--- src/sv/tcw_pkg.sv ---
// ============================================================================
// tcw_pkg: text console writer shared types and constants
// Request/response payloads, microcode word layout and fixed geometry.
// ============================================================================
`default_nettype none

package tcw_pkg;

    // Video memory geometry (fixed by the 13-bit cell fields)
    localparam int CELLS   = 8192;
    localparam int CELL_AW = $clog2(CELLS);

    localparam logic [15:0] RESET_CELL = 16'h0720;
    localparam logic [7:0]  RESET_ATTR = 8'h07;

    // Request opcodes
    localparam logic [1:0] OP_PUT   = 2'd0;
    localparam logic [1:0] OP_READ  = 2'd1;
    localparam logic [1:0] OP_CLEAR = 2'd2;

    // Control bytes
    localparam logic [7:0] CH_NUL = 8'h00;
    localparam logic [7:0] CH_ENQ = 8'h05;
    localparam logic [7:0] CH_BEL = 8'h07;
    localparam logic [7:0] CH_BS  = 8'h08;
    localparam logic [7:0] CH_HT  = 8'h09;
    localparam logic [7:0] CH_LF  = 8'h0A;
    localparam logic [7:0] CH_VT  = 8'h0B;
    localparam logic [7:0] CH_FF  = 8'h0C;
    localparam logic [7:0] CH_CR  = 8'h0D;
    localparam logic [7:0] CH_ESC = 8'h1B;
    localparam logic [7:0] CH_DEL = 8'h7F;

    // Configuration register indexes
    localparam logic CFG_ATTR  = 1'b0;
    localparam logic CFG_BLANK = 1'b1;

    typedef struct packed {
        logic [1:0]  op;
        logic [7:0]  char_code;
        logic        end_of_write;
        logic [12:0] cell_address;
    } req_t;

    typedef struct packed {
        logic [15:0] read_data;
        logic [12:0] cursor_cell;
        logic [12:0] screen_start;
        logic        beep;
    } rsp_t;

    // Microcode addresses
    typedef enum logic [3:0] {
        U_INIT,
        U_IDLE,
        U_READ,
        U_READ_DATA,
        U_CLEAR,
        U_BS,
        U_DEL,
        U_CR,
        U_WRAP,
        U_PUT,
        U_NL,
        U_SCROLL,
        U_BLANK,
        U_COPY,
        U_DONE
    } uaddr_t;

    // Datapath action of one step
    typedef enum logic [3:0] {
        A_NONE,
        A_ACCEPT,
        A_FILL_RST,
        A_FILL_BLANK,
        A_RD_ISSUE,
        A_RD_CAPTURE,
        A_BS,
        A_DEL,
        A_CR,
        A_WRAP,
        A_PUT,
        A_NL,
        A_COPY,
        A_BLANK_ROW,
        A_RESULT
    } act_t;

    // Loop bound for the step counter
    typedef enum logic [1:0] {
        LIM_NONE,
        LIM_CELLS,
        LIM_SCREEN,
        LIM_COLS
    } lim_t;

    // Next-address selection
    typedef enum logic [2:0] {
        SQ_JUMP,
        SQ_LOOP,
        SQ_LOOP_RET,
        SQ_DISPATCH,
        SQ_NL,
        SQ_COND,
        SQ_OUT
    } seq_t;

    typedef struct packed {
        act_t   act;
        lim_t   lim;
        seq_t   seq;
        uaddr_t target;
        uaddr_t alt;
    } ctrl_t;

    // Datapath conditions fed back to the sequencer
    typedef struct packed {
        logic   accept;
        uaddr_t disp;
        uaddr_t disp_ret;
        logic   loop_done;
        logic   nl_stay;
        logic   near_end;
        logic   out_free;
    } status_t;

endpackage

`default_nettype wire

--- src/sv/tcw_useq.sv ---
// ============================================================================
// tcw_useq: microcode sequencer
// Holds the microcode address and return address, reads the control ROM.
// ============================================================================
`default_nettype none

module tcw_useq
    import tcw_pkg::*;
(
    input  wire logic    clk,
    input  wire logic    rst_n,
    input  wire status_t st,
    output      ctrl_t   ctrl
);

    uaddr_t upc_reg, upc_next;
    uaddr_t ret_reg, ret_next;

    // next step
    always_comb
    begin
        upc_next = upc_reg;
        ret_next = ret_reg;
        case (ctrl.seq)
            SQ_JUMP:     upc_next = ctrl.target;
            SQ_LOOP:     upc_next = st.loop_done ? ctrl.target : upc_reg;
            SQ_LOOP_RET: upc_next = st.loop_done ? ret_reg : upc_reg;
            SQ_DISPATCH:
            begin
                if (st.accept)
                begin
                    upc_next = st.disp;
                    ret_next = st.disp_ret;
                end
            end
            SQ_NL:       upc_next = st.nl_stay ? ret_reg : ctrl.target;
            SQ_COND:     upc_next = st.near_end ? ctrl.target : ctrl.alt;
            SQ_OUT:      upc_next = st.out_free ? ctrl.target : upc_reg;
            default:     upc_next = U_IDLE;
        endcase
    end

    // control ROM: act, loop bound, sequencing, target, alternative
    always_comb
    begin
        case (upc_reg)
            U_INIT:      ctrl = '{A_FILL_RST,   LIM_CELLS,  SQ_LOOP,     U_IDLE,      U_IDLE};
            U_IDLE:      ctrl = '{A_ACCEPT,     LIM_NONE,   SQ_DISPATCH, U_IDLE,      U_IDLE};
            U_READ:      ctrl = '{A_RD_ISSUE,   LIM_NONE,   SQ_JUMP,     U_READ_DATA, U_IDLE};
            U_READ_DATA: ctrl = '{A_RD_CAPTURE, LIM_NONE,   SQ_JUMP,     U_DONE,      U_IDLE};
            U_CLEAR:     ctrl = '{A_FILL_BLANK, LIM_CELLS,  SQ_LOOP,     U_DONE,      U_IDLE};
            U_BS:        ctrl = '{A_BS,         LIM_NONE,   SQ_JUMP,     U_DONE,      U_IDLE};
            U_DEL:       ctrl = '{A_DEL,        LIM_NONE,   SQ_JUMP,     U_DONE,      U_IDLE};
            U_CR:        ctrl = '{A_CR,         LIM_NONE,   SQ_JUMP,     U_DONE,      U_IDLE};
            U_WRAP:      ctrl = '{A_WRAP,       LIM_NONE,   SQ_JUMP,     U_NL,        U_IDLE};
            U_PUT:       ctrl = '{A_PUT,        LIM_NONE,   SQ_JUMP,     U_DONE,      U_IDLE};
            U_NL:        ctrl = '{A_NL,         LIM_NONE,   SQ_NL,       U_SCROLL,    U_IDLE};
            U_SCROLL:    ctrl = '{A_NONE,       LIM_NONE,   SQ_COND,     U_COPY,      U_BLANK};
            U_BLANK:     ctrl = '{A_BLANK_ROW,  LIM_COLS,   SQ_LOOP_RET, U_IDLE,      U_IDLE};
            U_COPY:      ctrl = '{A_COPY,       LIM_SCREEN, SQ_LOOP,     U_BLANK,     U_IDLE};
            U_DONE:      ctrl = '{A_RESULT,     LIM_NONE,   SQ_OUT,      U_IDLE,      U_IDLE};
            default:     ctrl = '{A_NONE,       LIM_NONE,   SQ_JUMP,     U_IDLE,      U_IDLE};
        endcase
    end

    always_ff @(posedge clk or negedge rst_n)
    begin
        if (!rst_n)
        begin
            upc_reg <= U_INIT;
            ret_reg <= U_DONE;
        end
        else
        begin
            upc_reg <= upc_next;
            ret_reg <= ret_next;
        end
    end

endmodule

`default_nettype wire

--- config.mk ---
export PLATFORM = sky130hd
export DESIGN_NAME = tcw_useq
export DESIGN_NICKNAME = d
export VERILOG_FILES = /design/src/sv/tcw_pkg.sv /design/src/sv/tcw_useq.sv
export SDC_FILE = /design/constraint.sdc
export NUM_CORES = 1
export LEC_CHECK = 0
export ABC_AREA = 0
export BUFFER_PORTS_ARGS = -buffer_cell sky130_fd_sc_hd__buf_4
export CELL_PAD_IN_SITES_DETAIL_PLACEMENT = 2
export CELL_PAD_IN_SITES_GLOBAL_PLACEMENT = 2
export CORE_MARGIN = 4
export CORE_UTILIZATION = 26
export DETAILED_ROUTE_END_ITERATION = 12
export PLACE_DENSITY = 0.72
export REMOVE_ABC_BUFFERS = 1
export SYNTH_ARGS = -nofsm -noshare
export SYNTH_HDL_FRONTEND = slang
export SYNTH_SLANG_ARGS = --single-unit
--- constraint.sdc ---
create_clock -name clk -period 1.9 [get_ports clk]
set_input_delay 0.095 -clock clk [delete_from_list [all_inputs] [get_ports clk]]
set_output_delay 0.095 -clock clk [all_outputs]
set_load 0.02 [all_outputs]
==> results.toml <==
[sta]
max_freq_mhz = 469
finalMaxSlewViolations = 0
hold_viol_final = 0
finalSetupViolCount = 9
holdWs_ns = 0.103
finalCritPeriodShare_pct = 112
rsz0062_at_grt = "yes"
finalCriticalPeriod_ns = 2.13
layout_setup_ws_ns = -0.231
skew_ns = 0.00786
setup_tns_ns = -1.06

[cts]
htreeDepth = 1
clock_sinks = 8
cts-root-buf = "clkbuf_8"
max-clock-path-buffers = 2
cts_tree = "built"
clkTransAtPathRegs_ns = 0.05
clk_latency_ns = 0.23
cts_made_buffers = 3

[critical_path]
cp.required_ns = 2.01
start_kind = "flip-flop"
critPathCaptureType = "flip-flop"
path_max_fanout = 9
criticalPathCategory = "reg -> reg"
r2r_cells = 9
crit_start = "upc_reg[0]"
r2r_start = "upc_reg[0]"
critPathArrivalTime_ns = 2.24

[synthesis]
postSynthRegisterBits = 8
yosysSeqAreaShare_pct = 19.7
syn-instance-count = 123
synth_area_leader_cell = "dfrtp_1"
synthArstFlopShare_pct = 100
ys_types = 46
synth_edf_count = 0
synthFlopType = "dfrtp_1"
syn_area_per_cell_um2 = 8.41
yosysWarnings = 0
syn_area_um2 = 1030
synthTopCellsByArea = "dfrtp_1, dfstp_2, ha_1"
netlist.area_leader.share_pct = 12.1

[grt]
gr-total-overflow = 0
grt_usage_pct = 22.4
antenna_found_initial = 0
grt_start_max_net_pins = 15
grt_pass1_wl_um = 8600
first_global_vias = 1485

[detailed_routing]
post_drt_wl_per_cell_um = 25.8
drtPass1Iterations = 4
vias = 1253
wl_um = 6100
via_per_inst = 5.31
drtIter0Drc = 80
ant_nets = 0
drc = 0

[final_layout]
area_growth_pct = 74.7
nets = 209
layout-drive-gt1-share_pct = 62.8
final_cell_mix = "buf_4, inv_1, nor2_1"
final_common_cell = "buf_4"
num_antenna_cells = 0

[die]
die_w_um = 71.1
start_util_pct = 27.6
rows = 22
die_h_um = 71.1
core_um2 = 3740
io_pins = 32
die_area_um2 = 5050

[place]
gp_congestion = 0.873
io_buffers = 30
pre_cts_slack_ns = -0.279
dp_hpwl_um = 3790

[outcome]
outcome = "finished, violations left"
violations = "negative setup slack"

[worst_hold_path]
whs_path_depth = 2
hold_start = "st[4]"
holdCritPathClass = "in -> reg"

[job]
cap_violations = 0
-- stage by stage --
| stage | instance area [um^2] | cells | utilization (%) |
|---|---|---|---|
| after floorplan | 970 | 113 | - |
| after global placement | 1480 | 221 | 39.5 |
| after detailed placement | 1480 | 221 | 39.5 |
| after CTS | 1670 | 230 | 44.5 |
| after global routing | 1810 | 236 | 48.3 |
| final | 1810 | 236 | 48.3 |
-- synthesized netlist by cell type (4+ instances only) --
cell type	count
nor2_1	10
buf_2	4
ha_1	5
nor2b_1	4
dfrtp_1	5
mux2_2	4
nor3_1	4
a21oi_1	6
inv_1	11
o21ai_0	7
buf_4	4
nand2_1	6
-- per-layer routing --
metal | global-route usage (%) | share of wire, % | vias to the layer above
li1 | - | - | 575
met1 | 25.3 | 39 | 623
met2 | 43.3 | 53 | 37
met3 | 2.70 | 4.5 | 18
met4 | 6.47 | 2.9 | 0
met5 | 0 | 0 | -
-- worst max-delay path: stages (launching register included) --
cell,delay (ns)
dfrtp_2,0.44
buf_6,0.14
ha_4,0.14
buf_4,0.20
nor2b_4,0.05
buf_4,0.14
nor3_2,0.19
a311o_1,0.26
o221ai_2,0.14
mux2_4,0.29
-- logic make-up (layout without fill, tap and decap cells) --
group	Yosys count	after routing	share of synthesized area [%]
buffers and inverters	22	87	10.9
adder cells (fa/ha/maj)	5	5	6.05
flip-flops	8	8	19.7
AND/OR/NAND/NOR	40	40	22.1
other	1	1	0.362
multiplexers	10	10	13.5
AO/OA/AOI/OAI	37	37	27.3
-- path summary, 6_finish.rpt --
kind / to / slack, ns
max: upc_reg[0] / -0.23
min: ret_reg[0] / 0.10
max reg2reg: upc_reg[0] / -0.23
min reg2reg: ret_reg[0] / 0.61
max in group asynchronous: ret_reg[3] / 1.46
min in group asynchronous: ret_reg[0] / 0.22
-- area by class of cell --
| cell class | instances | area (um^2) |
|---|---|---|
| Fill cell | 427 | 1940 |
| Multi-Input combinational cell | 93 | 883 |
| Timing Repair Buffer | 71 | 558 |
| Sequential cell | 8 | 208 |
| Tap cell | 48 | 60.1 |
| Inverter | 12 | 53.8 |
| Clock buffer | 4 | 45.0 |
-- timing repair --
action | CTS | global route
hold buffers | 1 | 0
endpoints found under the setup margin | 16 | 19
resized for setup | 24 | 22
pin swaps | 3 | 4
endpoints found under the hold margin | 8 | 0
setup buffers | 4 | 7
Power is not shown: default switching activity piles up to over one toggle a cycle in this logic, so the estimate is an artifact.
